--- src/hdl/pctenc_pkg.sv ---
// Shared types, register indexes and character constants of the percent-escape encoder.
package pctenc_pkg;

  localparam int unsigned DataW = 64;
  localparam int unsigned AddrW = 6;
  localparam int unsigned RegIdxW = 3;

  localparam logic [RegIdxW-1:0] REG_MAP_LOW      = 3'd0;
  localparam logic [RegIdxW-1:0] REG_MAP_MID_LOW  = 3'd1;
  localparam logic [RegIdxW-1:0] REG_MAP_MID_HIGH = 3'd2;
  localparam logic [RegIdxW-1:0] REG_MAP_HIGH     = 3'd3;
  localparam logic [RegIdxW-1:0] REG_SPACE_PLUS   = 3'd4;
  localparam logic [RegIdxW-1:0] REG_KEEP_ESC     = 3'd5;

  localparam logic [63:0] MapLowRst     = 64'hD400_002D_FFFF_FFFF;
  localparam logic [63:0] MapMidLowRst  = 64'hB800_0001_7800_0000;
  localparam logic [63:0] MapMidHighRst = 64'hFFFF_FFFF_FFFF_FFFF;
  localparam logic [63:0] MapHighRst    = 64'hFFFF_FFFF_FFFF_FFFF;

  localparam logic [7:0] ChPercent = 8'h25;
  localparam logic [7:0] ChPlus    = 8'h2B;
  localparam logic [7:0] ChSpace   = 8'h20;

  localparam int unsigned QueueDepth = 2;

  // Settings in force; bit v of class_map flags byte value v.
  typedef struct packed {
    logic [255:0] class_map;
    logic         space_as_plus;
    logic         keep_escapes;
  } cfg_t;

  // One classified byte: either emitted as is, or expanded to '%' and two digits.
  typedef struct packed {
    logic [7:0] data;
    logic       escape;
    logic       last;
  } job_t;

  typedef enum logic [1:0] {
    BK_FIRST,
    BK_HI,
    BK_LO
  } bk_state_e;

  function automatic logic [7:0] hex_char(input logic [3:0] nib);
    logic [7:0] ch;
    if (nib < 4'd10) begin
      ch = 8'h30 + {4'd0, nib};
    end else begin
      ch = 8'h37 + {4'd0, nib};
    end
    return ch;
  endfunction

endpackage

--- src/hdl/pctenc_regs.sv ---
// APB register file holding the class map and the two mode flags.
module pctenc_regs (
  input  logic                          clk_i,
  input  logic                          rst_ni,
  input  logic                          psel,
  input  logic                          penable,
  input  logic                          pwrite,
  input  logic [pctenc_pkg::AddrW-1:0]  paddr,
  input  logic [pctenc_pkg::DataW-1:0]  pwdata,
  output logic [pctenc_pkg::DataW-1:0]  prdata,
  output logic                          pready,
  output pctenc_pkg::cfg_t              cfg_o
);
  import pctenc_pkg::*;

  logic [63:0] map_low_q, map_low_d;
  logic [63:0] map_mlow_q, map_mlow_d;
  logic [63:0] map_mhigh_q, map_mhigh_d;
  logic [63:0] map_high_q, map_high_d;
  logic        plus_q, plus_d;
  logic        keep_q, keep_d;
  logic        wr_en;
  logic [RegIdxW-1:0] idx;

  assign pready = 1'b1;
  assign wr_en  = psel & penable & pwrite;
  assign idx    = paddr[AddrW-1:AddrW-RegIdxW];

  always_comb begin
    map_low_d   = map_low_q;
    map_mlow_d  = map_mlow_q;
    map_mhigh_d = map_mhigh_q;
    map_high_d  = map_high_q;
    plus_d      = plus_q;
    keep_d      = keep_q;
    if (wr_en) begin
      case (idx)
        REG_MAP_LOW:      map_low_d   = pwdata;
        REG_MAP_MID_LOW:  map_mlow_d  = pwdata;
        REG_MAP_MID_HIGH: map_mhigh_d = pwdata;
        REG_MAP_HIGH:     map_high_d  = pwdata;
        REG_SPACE_PLUS:   plus_d      = pwdata[0];
        REG_KEEP_ESC:     keep_d      = pwdata[0];
        default: ;
      endcase
    end
  end

  always_ff @(posedge clk_i or negedge rst_ni) begin
    if (!rst_ni) begin
      map_low_q   <= MapLowRst;
      map_mlow_q  <= MapMidLowRst;
      map_mhigh_q <= MapMidHighRst;
      map_high_q  <= MapHighRst;
      plus_q      <= 1'b0;
      keep_q      <= 1'b0;
    end else begin
      map_low_q   <= map_low_d;
      map_mlow_q  <= map_mlow_d;
      map_mhigh_q <= map_mhigh_d;
      map_high_q  <= map_high_d;
      plus_q      <= plus_d;
      keep_q      <= keep_d;
    end
  end

  always_comb begin
    case (idx)
      REG_MAP_LOW:      prdata = map_low_q;
      REG_MAP_MID_LOW:  prdata = map_mlow_q;
      REG_MAP_MID_HIGH: prdata = map_mhigh_q;
      REG_MAP_HIGH:     prdata = map_high_q;
      REG_SPACE_PLUS:   prdata = {{(DataW-1){1'b0}}, plus_q};
      REG_KEEP_ESC:     prdata = {{(DataW-1){1'b0}}, keep_q};
      default:          prdata = '0;
    endcase
  end

  assign cfg_o.class_map     = {map_high_q, map_mhigh_q, map_mlow_q, map_low_q};
  assign cfg_o.space_as_plus = plus_q;
  assign cfg_o.keep_escapes  = keep_q;

endmodule

--- src/hdl/pctenc_front.sv ---
// Front end: holds the two-byte look-ahead window and classifies each byte as it leaves.
module pctenc_front (
  input  logic              clk_i,
  input  logic              rst_ni,
  input  pctenc_pkg::cfg_t  cfg_i,
  input  logic              in_valid_i,
  output logic              in_ready_o,
  input  logic [7:0]        in_byte_i,
  input  logic              in_last_i,
  input  logic              q_full_i,
  output logic              q_push_o,
  output pctenc_pkg::job_t  q_job_o
);
  import pctenc_pkg::*;

  logic [7:0] b0_q, b0_d, b1_q, b1_d, b2_q, b2_d;
  logic [1:0] cnt_q, cnt_d;
  logic       flush_q, flush_d;
  logic       accept;
  logic [7:0] la2;
  logic       la_ok;
  logic       job_last;

  function automatic logic is_hex(input logic [7:0] c);
    return (c >= 8'h30 && c <= 8'h39) || (c >= 8'h41 && c <= 8'h46) ||
           (c >= 8'h61 && c <= 8'h66);
  endfunction

  assign in_ready_o = !flush_q && !q_full_i;
  assign accept     = in_valid_i && in_ready_o;

  // During a flush the third window slot is the look-ahead; otherwise the new beat is.
  assign la2      = flush_q ? b2_q : in_byte_i;
  assign la_ok    = flush_q ? (cnt_q == 2'd3) : 1'b1;
  assign job_last = flush_q && (cnt_q == 2'd1);

  always_comb begin
    q_job_o.last = job_last;
    if (cfg_i.space_as_plus && b0_q == ChSpace) begin
      q_job_o.data   = ChPlus;
      q_job_o.escape = 1'b0;
    end else if (cfg_i.keep_escapes && b0_q == ChPercent && la_ok &&
                 is_hex(b1_q) && is_hex(la2)) begin
      q_job_o.data   = ChPercent;
      q_job_o.escape = 1'b0;
    end else begin
      q_job_o.data   = b0_q;
      q_job_o.escape = cfg_i.class_map[b0_q];
    end
  end

  always_comb begin
    b0_d     = b0_q;
    b1_d     = b1_q;
    b2_d     = b2_q;
    cnt_d    = cnt_q;
    flush_d  = flush_q;
    q_push_o = 1'b0;
    if (flush_q) begin
      if (!q_full_i) begin
        q_push_o = 1'b1;
        b0_d     = b1_q;
        b1_d     = b2_q;
        cnt_d    = cnt_q - 2'd1;
        if (cnt_q == 2'd1) begin
          flush_d = 1'b0;
        end
      end
    end else if (accept) begin
      if (in_last_i) begin
        case (cnt_q)
          2'd0:    b0_d = in_byte_i;
          2'd1:    b1_d = in_byte_i;
          default: b2_d = in_byte_i;
        endcase
        cnt_d   = cnt_q + 2'd1;
        flush_d = 1'b1;
      end else if (cnt_q == 2'd2) begin
        q_push_o = 1'b1;
        b0_d     = b1_q;
        b1_d     = in_byte_i;
      end else begin
        case (cnt_q)
          2'd0:    b0_d = in_byte_i;
          default: b1_d = in_byte_i;
        endcase
        cnt_d = cnt_q + 2'd1;
      end
    end
  end

  always_ff @(posedge clk_i or negedge rst_ni) begin
    if (!rst_ni) begin
      cnt_q   <= 2'd0;
      flush_q <= 1'b0;
    end else begin
      cnt_q   <= cnt_d;
      flush_q <= flush_d;
    end
  end

  always_ff @(posedge clk_i) begin
    b0_q <= b0_d;
    b1_q <= b1_d;
    b2_q <= b2_d;
  end

endmodule

--- src/hdl/pctenc_fifo.sv ---
// Two-entry queue of classified bytes between the front and back ends.
module pctenc_fifo (
  input  logic              clk_i,
  input  logic              rst_ni,
  input  logic              push_i,
  input  pctenc_pkg::job_t  push_job_i,
  input  logic              pop_i,
  output pctenc_pkg::job_t  pop_job_o,
  output logic              full_o,
  output logic              empty_o
);
  import pctenc_pkg::*;

  localparam int unsigned PtrW = (QueueDepth > 1) ? $clog2(QueueDepth) : 1;
  localparam int unsigned CntW = $clog2(QueueDepth + 1);

  job_t            mem_q [QueueDepth];
  logic [PtrW-1:0] wr_ptr_q, wr_ptr_d, rd_ptr_q, rd_ptr_d;
  logic [CntW-1:0] cnt_q, cnt_d;

  function automatic logic [PtrW-1:0] ptr_inc(input logic [PtrW-1:0] p);
    logic [PtrW-1:0] r;
    if (p == PtrW'(QueueDepth - 1)) begin
      r = '0;
    end else begin
      r = p + PtrW'(1);
    end
    return r;
  endfunction

  assign full_o    = (cnt_q == CntW'(QueueDepth));
  assign empty_o   = (cnt_q == '0);
  assign pop_job_o = mem_q[rd_ptr_q];

  always_comb begin
    wr_ptr_d = push_i ? ptr_inc(wr_ptr_q) : wr_ptr_q;
    rd_ptr_d = pop_i ? ptr_inc(rd_ptr_q) : rd_ptr_q;
    cnt_d    = cnt_q + CntW'(push_i) - CntW'(pop_i);
  end

  always_ff @(posedge clk_i or negedge rst_ni) begin
    if (!rst_ni) begin
      wr_ptr_q <= '0;
      rd_ptr_q <= '0;
      cnt_q    <= '0;
    end else begin
      wr_ptr_q <= wr_ptr_d;
      rd_ptr_q <= rd_ptr_d;
      cnt_q    <= cnt_d;
    end
  end

  always_ff @(posedge clk_i) begin
    if (push_i) begin
      mem_q[wr_ptr_q] <= push_job_i;
    end
  end

  assert property (@(posedge clk_i) disable iff (!rst_ni) !(push_i && full_o))
    else $error("queue written while full");
  assert property (@(posedge clk_i) disable iff (!rst_ni) !(pop_i && empty_o))
    else $error("queue read while empty");
  assert property (@(posedge clk_i) disable iff (!rst_ni)
                   (push_i && !pop_i) |=> (cnt_q == $past(cnt_q) + CntW'(1)))
    else $error("queue fill count lost a write");

endmodule

--- src/hdl/pctenc_back.sv ---
// Back end: expands queued bytes into output beats behind a registered output stage.
module pctenc_back (
  input  logic              clk_i,
  input  logic              rst_ni,
  input  logic              q_empty_i,
  input  pctenc_pkg::job_t  q_job_i,
  output logic              q_pop_o,
  output logic              out_valid_o,
  input  logic              out_ready_i,
  output logic [7:0]        out_byte_o,
  output logic              out_last_o
);
  import pctenc_pkg::*;

  bk_state_e  state_q, state_d;
  logic [7:0] cur_q;
  logic       cur_last_q;
  logic       out_valid_q;
  logic [7:0] out_byte_q;
  logic       out_last_q;
  logic       load;
  logic       beat_valid;
  logic [7:0] beat_byte;
  logic       beat_last;

  // The output register takes a new beat when it is empty or its beat leaves now.
  assign load = !out_valid_q || out_ready_i;

  always_comb begin
    state_d = state_q;
    case (state_q)
      BK_FIRST: begin
        if (load && !q_empty_i && q_job_i.escape) begin
          state_d = BK_HI;
        end
      end
      BK_HI: begin
        if (load) begin
          state_d = BK_LO;
        end
      end
      BK_LO: begin
        if (load) begin
          state_d = BK_FIRST;
        end
      end
      default: state_d = BK_FIRST;
    endcase
  end

  always_comb begin
    q_pop_o    = 1'b0;
    beat_valid = 1'b0;
    beat_byte  = q_job_i.data;
    beat_last  = 1'b0;
    case (state_q)
      BK_FIRST: begin
        q_pop_o    = load && !q_empty_i;
        beat_valid = q_pop_o;
        beat_byte  = q_job_i.escape ? ChPercent : q_job_i.data;
        beat_last  = q_job_i.last && !q_job_i.escape;
      end
      BK_HI: begin
        beat_valid = load;
        beat_byte  = hex_char(cur_q[7:4]);
      end
      BK_LO: begin
        beat_valid = load;
        beat_byte  = hex_char(cur_q[3:0]);
        beat_last  = cur_last_q;
      end
      default: ;
    endcase
  end

  always_ff @(posedge clk_i or negedge rst_ni) begin
    if (!rst_ni) begin
      state_q     <= BK_FIRST;
      out_valid_q <= 1'b0;
    end else begin
      state_q <= state_d;
      if (load) begin
        out_valid_q <= beat_valid;
      end
    end
  end

  always_ff @(posedge clk_i) begin
    if (load) begin
      out_byte_q <= beat_byte;
      out_last_q <= beat_last;
    end
    if (q_pop_o) begin
      cur_q      <= q_job_i.data;
      cur_last_q <= q_job_i.last;
    end
  end

  assign out_valid_o = out_valid_q;
  assign out_byte_o  = out_byte_q;
  assign out_last_o  = out_last_q;

endmodule

--- src/hdl/percent_escape_encoder.sv ---
// Top level of the percent-escape encoder: registers, front end, queue and back end.
// The encoder takes one input beat per cycle while not flushing and its queue is not
// full, and gives at most one output beat per cycle; a plain byte yields one output beat
// and an escaped byte three ('%' and two upper-case hex digits), so the output port sets
// the sustained rate. Output lags input by two bytes for the look-ahead needed by
// keep-escaped mode. On a beat marked last the front end pushes its held bytes (up to
// three) into a two-entry queue, waiting while it is full, and takes no input meanwhile.
// Held bytes are classified with the register values in force when they leave the
// window; write the registers only while the encoder is idle.
module percent_escape_encoder (
  input  logic                          clk_i,
  input  logic                          rst_ni,
  input  logic                          psel,
  input  logic                          penable,
  input  logic                          pwrite,
  input  logic [pctenc_pkg::AddrW-1:0]  paddr,
  input  logic [pctenc_pkg::DataW-1:0]  pwdata,
  output logic [pctenc_pkg::DataW-1:0]  prdata,
  output logic                          pready,
  input  logic                          in_valid_i,
  output logic                          in_ready_o,
  input  logic [7:0]                    in_byte_i,
  input  logic                          in_last_i,
  output logic                          out_valid_o,
  input  logic                          out_ready_i,
  output logic [7:0]                    out_byte_o,
  output logic                          out_last_o
);
  import pctenc_pkg::*;

  cfg_t cfg;
  job_t push_job;
  job_t pop_job;
  logic push, pop, full, empty;

  pctenc_regs u_regs (
    .clk_i   (clk_i),
    .rst_ni  (rst_ni),
    .psel    (psel),
    .penable (penable),
    .pwrite  (pwrite),
    .paddr   (paddr),
    .pwdata  (pwdata),
    .prdata  (prdata),
    .pready  (pready),
    .cfg_o   (cfg)
  );

  pctenc_front u_front (
    .clk_i      (clk_i),
    .rst_ni     (rst_ni),
    .cfg_i      (cfg),
    .in_valid_i (in_valid_i),
    .in_ready_o (in_ready_o),
    .in_byte_i  (in_byte_i),
    .in_last_i  (in_last_i),
    .q_full_i   (full),
    .q_push_o   (push),
    .q_job_o    (push_job)
  );

  pctenc_fifo u_fifo (
    .clk_i      (clk_i),
    .rst_ni     (rst_ni),
    .push_i     (push),
    .push_job_i (push_job),
    .pop_i      (pop),
    .pop_job_o  (pop_job),
    .full_o     (full),
    .empty_o    (empty)
  );

  pctenc_back u_back (
    .clk_i       (clk_i),
    .rst_ni      (rst_ni),
    .q_empty_i   (empty),
    .q_job_i     (pop_job),
    .q_pop_o     (pop),
    .out_valid_o (out_valid_o),
    .out_ready_i (out_ready_i),
    .out_byte_o  (out_byte_o),
    .out_last_o  (out_last_o)
  );

endmodule
--- config.mk ---
export PLATFORM = sky130hd
export DESIGN_NAME = percent_escape_encoder
export DESIGN_NICKNAME = d
export VERILOG_FILES = /design/src/hdl/pctenc_pkg.sv /design/src/hdl/pctenc_regs.sv /design/src/hdl/pctenc_front.sv /design/src/hdl/pctenc_fifo.sv /design/src/hdl/pctenc_back.sv /design/src/hdl/percent_escape_encoder.sv
export SDC_FILE = /design/constraint.sdc
export NUM_CORES = 1
export LEC_CHECK = 0
export BUFFER_PORTS_ARGS = -buffer_cell sky130_fd_sc_hd__buf_2
export CAP_MARGIN = 0
export CORE_MARGIN = 10
export CORE_UTILIZATION = 30
export DETAILED_ROUTE_END_ITERATION = 8
export PLACE_DENSITY = 0.46
export REMOVE_ABC_BUFFERS = 1
export SLEW_MARGIN = 20
export SYNTH_ARGS = -nofsm -noshare
export SYNTH_HDL_FRONTEND = slang
export SYNTH_SLANG_ARGS = --single-unit
--- constraint.sdc ---
create_clock -name clk_i -period 2.8 [get_ports clk_i]
set_clock_uncertainty 0.1 [all_clocks]
set_input_delay 0.42 -clock clk_i [delete_from_list [all_inputs] [get_ports clk_i]]
set_output_delay 0.42 -clock clk_i [all_outputs]
set_load 0.1 [all_outputs]
==> results.yml <==
synth:
  synthFlopType: "dfstp_2"
  ys_warn_count: 0
  synth_cells: 1241
  synth_edf_count: 62
  synthTopCellsByArea: "dfstp_2 28%, mux2_2 19%, dfrtp_1 14%, edfxtp_1 11%, a22oi_1 6.2%"
  synth.avg_cell_area_um2: 13.5
  yosysTopAreaCell: "dfstp_2"
  ys_ff_latch: 330
  syn_area_um2: 16800
  ys_types: 66
  yosysTopAreaCellShare: 0.277
  ys_async_sr_fraction: 0.812
  ys_seq_area_frac: 0.523
grt:
  antenna_found_initial: 6
  grt_max_degree: 80
  grt_pass1_wl_um: 79300
  grtUsageTotal: 0.156
  grt_overflow: 0
  grt_pass1_vias: 12000
die:
  dieHeight_um: 257
  ios: 162
  initial_utilization: 0.304
  die_area_um2: 65900
  fp.dieW_um: 257
  rows: 86
  core-area_um2: 55300
power_and_ir_drop:
  pwr-share-comb: 0.412
  clkPwrFrac: 0.238
  vdd_drop_max_mv: 0.560
  leakagePower_uw: 0.00861
  powerDensity_nw_per_um2: 1020
  p_sw_uw: 8120
  p_int_uw: 13800
  pwr-share-seq: 0.351
  p_sw_frac: 0.371
route:
  routed_wirelength_um: 52400
  ant_nets: 0
  routed.top_layer: "met5"
  drtIter0Drc: 734
  routed-wl-met3_um: 2320
  vias: 11400
  met1_length_um: 24000
  drc: 0
  vias_per_cell: 5.17
  drtPass1Iterations: 5
  drt-wirelength-per-cell_um: 23.6
  met2WireLength_um: 25000
worst_setup_path:
  start_kind: "flop"
  cpPeakStageDelay_ns: 0.49
  required_ns: 3.07
  crit_fanout: 7
  critical-path-slowest-cell: "a211oi_1"
  cp.arrival_ns: 3.09
  crit-reg2reg-launch: "u_front.b0_q[0]$_DFFE_PP_"
  reg2reg_depth: 10
  worst_setup_path_end_kind: "flop"
  r2r_end: "u_fifo.mem_q[1][1]$_DFFE_PP_"
  crit_path_start: "u_front.b0_q[0]$_DFFE_PP_"
  r2r_slack_ns: -0.02
  worstSetupPathType: "reg -> reg"
  crit_chain: "buf_12 -> buf_16 -> buf_8 -> buf_4 -> mux4_2 -> mux2i_1 -> a211oi_1 -> o21ai_1 -> o211ai_1 -> o311a_1"
place:
  io_buffers: 157
  place.gp.congestion: 0.807
  placed_cell_area_um2: 19900
  dp_hpwl_um: 35600
  dp.cells: 2124
sta:
  fmax_ghz: 0.355
  worstMarginPinSlew_ns: 0.756
  finalHoldViolations: 0
  final-setup-viol-count: 2
  finalCritPeriodShare: 1.01
  whs_ns: 0.0352
  min_period_ns: 2.82
  rsz0062_at_grt: "true"
  worst_slack_ns: -0.0185
  relSlewSlack: 0.496
  drv_slew: 0
clocking:
  clock_sinks: 330
  clk_pin_slew_ns: 0.06
  clockBufferDepth: 3
  cts_tree: "yes"
  numCtsBuffers: 40
  cts_max_level: 2
  clock_latency_ns: 0.56
  cts_root_buffer: "clkbuf_16"
cells_and_area:
  fin_cells: 2215
  fin_util: 0.389
  stdcell_area_um2: 21500
  num-fill-cells: 5347
  layout-drive-gt1-share: 0.560
  area_delta_synth_final_pct: 27.9
  fin_nets: 1533
min_path:
  hold_path_end: "u_regs.map_mlow_q[15]$_DFFE_PN0P_"
  min_from: "pwdata[15]"
  hold_path.class: "in -> reg"
  hold_depth: 2
run_status:
  violations: "negative setup slack"
  status: "complete, but fails checks"
job:
  cap_viol_max_count: 0
-- cells in the mapped netlist, types with 6 or more instances --
master and count:
nor3_1 6, o22ai_1 13, dfstp_2 177, nor2b_1 12, nand2b_1 14, a31oi_1 8
a21oi_1 23, edfxtp_1 62, ha_1 12, mux4_2 46, inv_1 21, mux2i_1 22
dfrtp_1 91, nor2_1 30, nand2_1 85, a22oi_1 138, xnor2_1 6, mux4_1 10
o21ai_0 20, mux2_2 285, clkbuf_1 38, buf_4 7, buf_2 36, a211oi_1 7
-- through the flow --
step | setup TNS, ns | total power, µW | setup slack (ns)
floorplan | -947.12 | 13100 | -3.75
global placement | -0.00118 | 16300 | -0.000590
detailed placement | -0.0509 | 16400 | -0.0254
CTS | 0 | 22000 | 0.000334
global route | -0.0929 | 23000 | -0.0507
finish | -0.0212 | 21900 | -0.0185
-- worst max-delay path by stage --
| stage | end | cells after the start | slack, ns |
|---|---|---|---|
| global placement | u_fifo.mem_q[0][1]$_DFFE_PP_ | 7 | -0.0006 |
| global route | u_fifo.mem_q[1][1]$_DFFE_PP_ | 8 | -0.05 |
| finish | u_fifo.mem_q[1][1]$_DFFE_PP_ | 10 | -0.02 |
| CTS | u_fifo.mem_q[1][1]$_DFFE_PP_ | 8 | 0.0003 |
| detailed placement | u_fifo.mem_q[1][1]$_DFFE_PP_ | 7 | -0.03 |
| floorplan | u_regs.map_mhigh_q[0]$_DFFE_PN1P_ | 4 | -3.75 |
-- layout make-up --
cell class | instances | area [µm²] | share of cell area
Inverter | 21 | 78.8 | 0.00367
Antenna cell | 1 | 2.50 | 0.000116
Sequential cell | 330 | 8790 | 0.409
Clock buffer | 60 | 1150 | 0.0534
Timing Repair Buffer | 244 | 2850 | 0.132
Multi-Input combinational cell | 798 | 7530 | 0.350
Tap cell | 748 | 936 | 0.0435
Clock inverter | 13 | 159 | 0.00739
-- flip-flops by register name (all words and copies together), names as in the netlist, 8 cells and up --
register	flops
u_front.b1_q	8
u_regs.map_mhigh_q	64
u_back.cur_q	8
u_fifo.mem_q	20
u_back.out_byte_o	8
u_regs.map_high_q	64
u_regs.map_low_q	64
u_regs.map_mlow_q	64
u_front.b2_q	8
u_front.b0_q	8
-- per-layer routing --
| metal | track usage | vias to the layer above |
|---|---|---|
| met4 | 0.0424 | 8 |
| met1 | 0.209 | 5976 |
| li1 | - | 5139 |
| met3 | 0.0294 | 68 |
| met5 | 0 | - |
| met2 | 0.252 | 258 |
-- critical path, delay by kind of cell, from the launching register on --
kind / cells / cell delay (ns)
muxes: 2 / 0.45
AOI/OAI and AO/OA: 4 / 1.06
DFF: 1 / 0.43
buffers and inverters: 4 / 0.61
-- power groups by stage --
stage	Sequential, µW	Clock (µW)	Combinational (µW)
finish	7670	5200	9010
global route	7860	5570	9610
CTS	7670	5380	8960
detailed placement	7740	0	8670
global placement	7710	0	8610
floorplan	8350	0	4780
-- layout by cell type, fill, tap and decap left out, drive strengths merged, types with 3 or more instances in the layout --
cell type,instances
dfstp,177
nor3,6
clkinv,8
dlygate4sd3,11
nor4,6
nand2,85
nor2b,12
nand4,4
xnor2,6
mux4,56
o22ai,13
dfrtp,91
bufinv,3
a22oi,139
o21ai,21
nor2,32
mux2,286
edfxtp,62
clkbuf,61
a211oi,7
nand2b,14
a21oi,23
mux2i,22
buf,232
ha,12
a31oi,8
nand3,3
inv,22
-- timing repair --
action,4_1_cts,5_1_grt
resized for setup,7,15
pin swaps,5,6
setup endpoints to repair,2,2
gates cloned,2,1
buffers inserted,1,2
hold buffers,11,0
endpoints found under the hold margin,39,0
-- cells by family (layout without fill, tap and decap cells) --
group                      Yosys count  in the layout  synth area share
other                                1              2          0.000223
and+or+nand+nor                    180            180            0.0513
adders and majority gates           12             12           0.00893
DFF                                330            330             0.523
buffers and inverters              113            338            0.0327
muxes                              364            364             0.282
AOI/OAI and AO/OA                  234            234            0.0983
xor gates and xnor gates             7              7           0.00365
No activity file was read; power rests on OpenSTA's default activity.
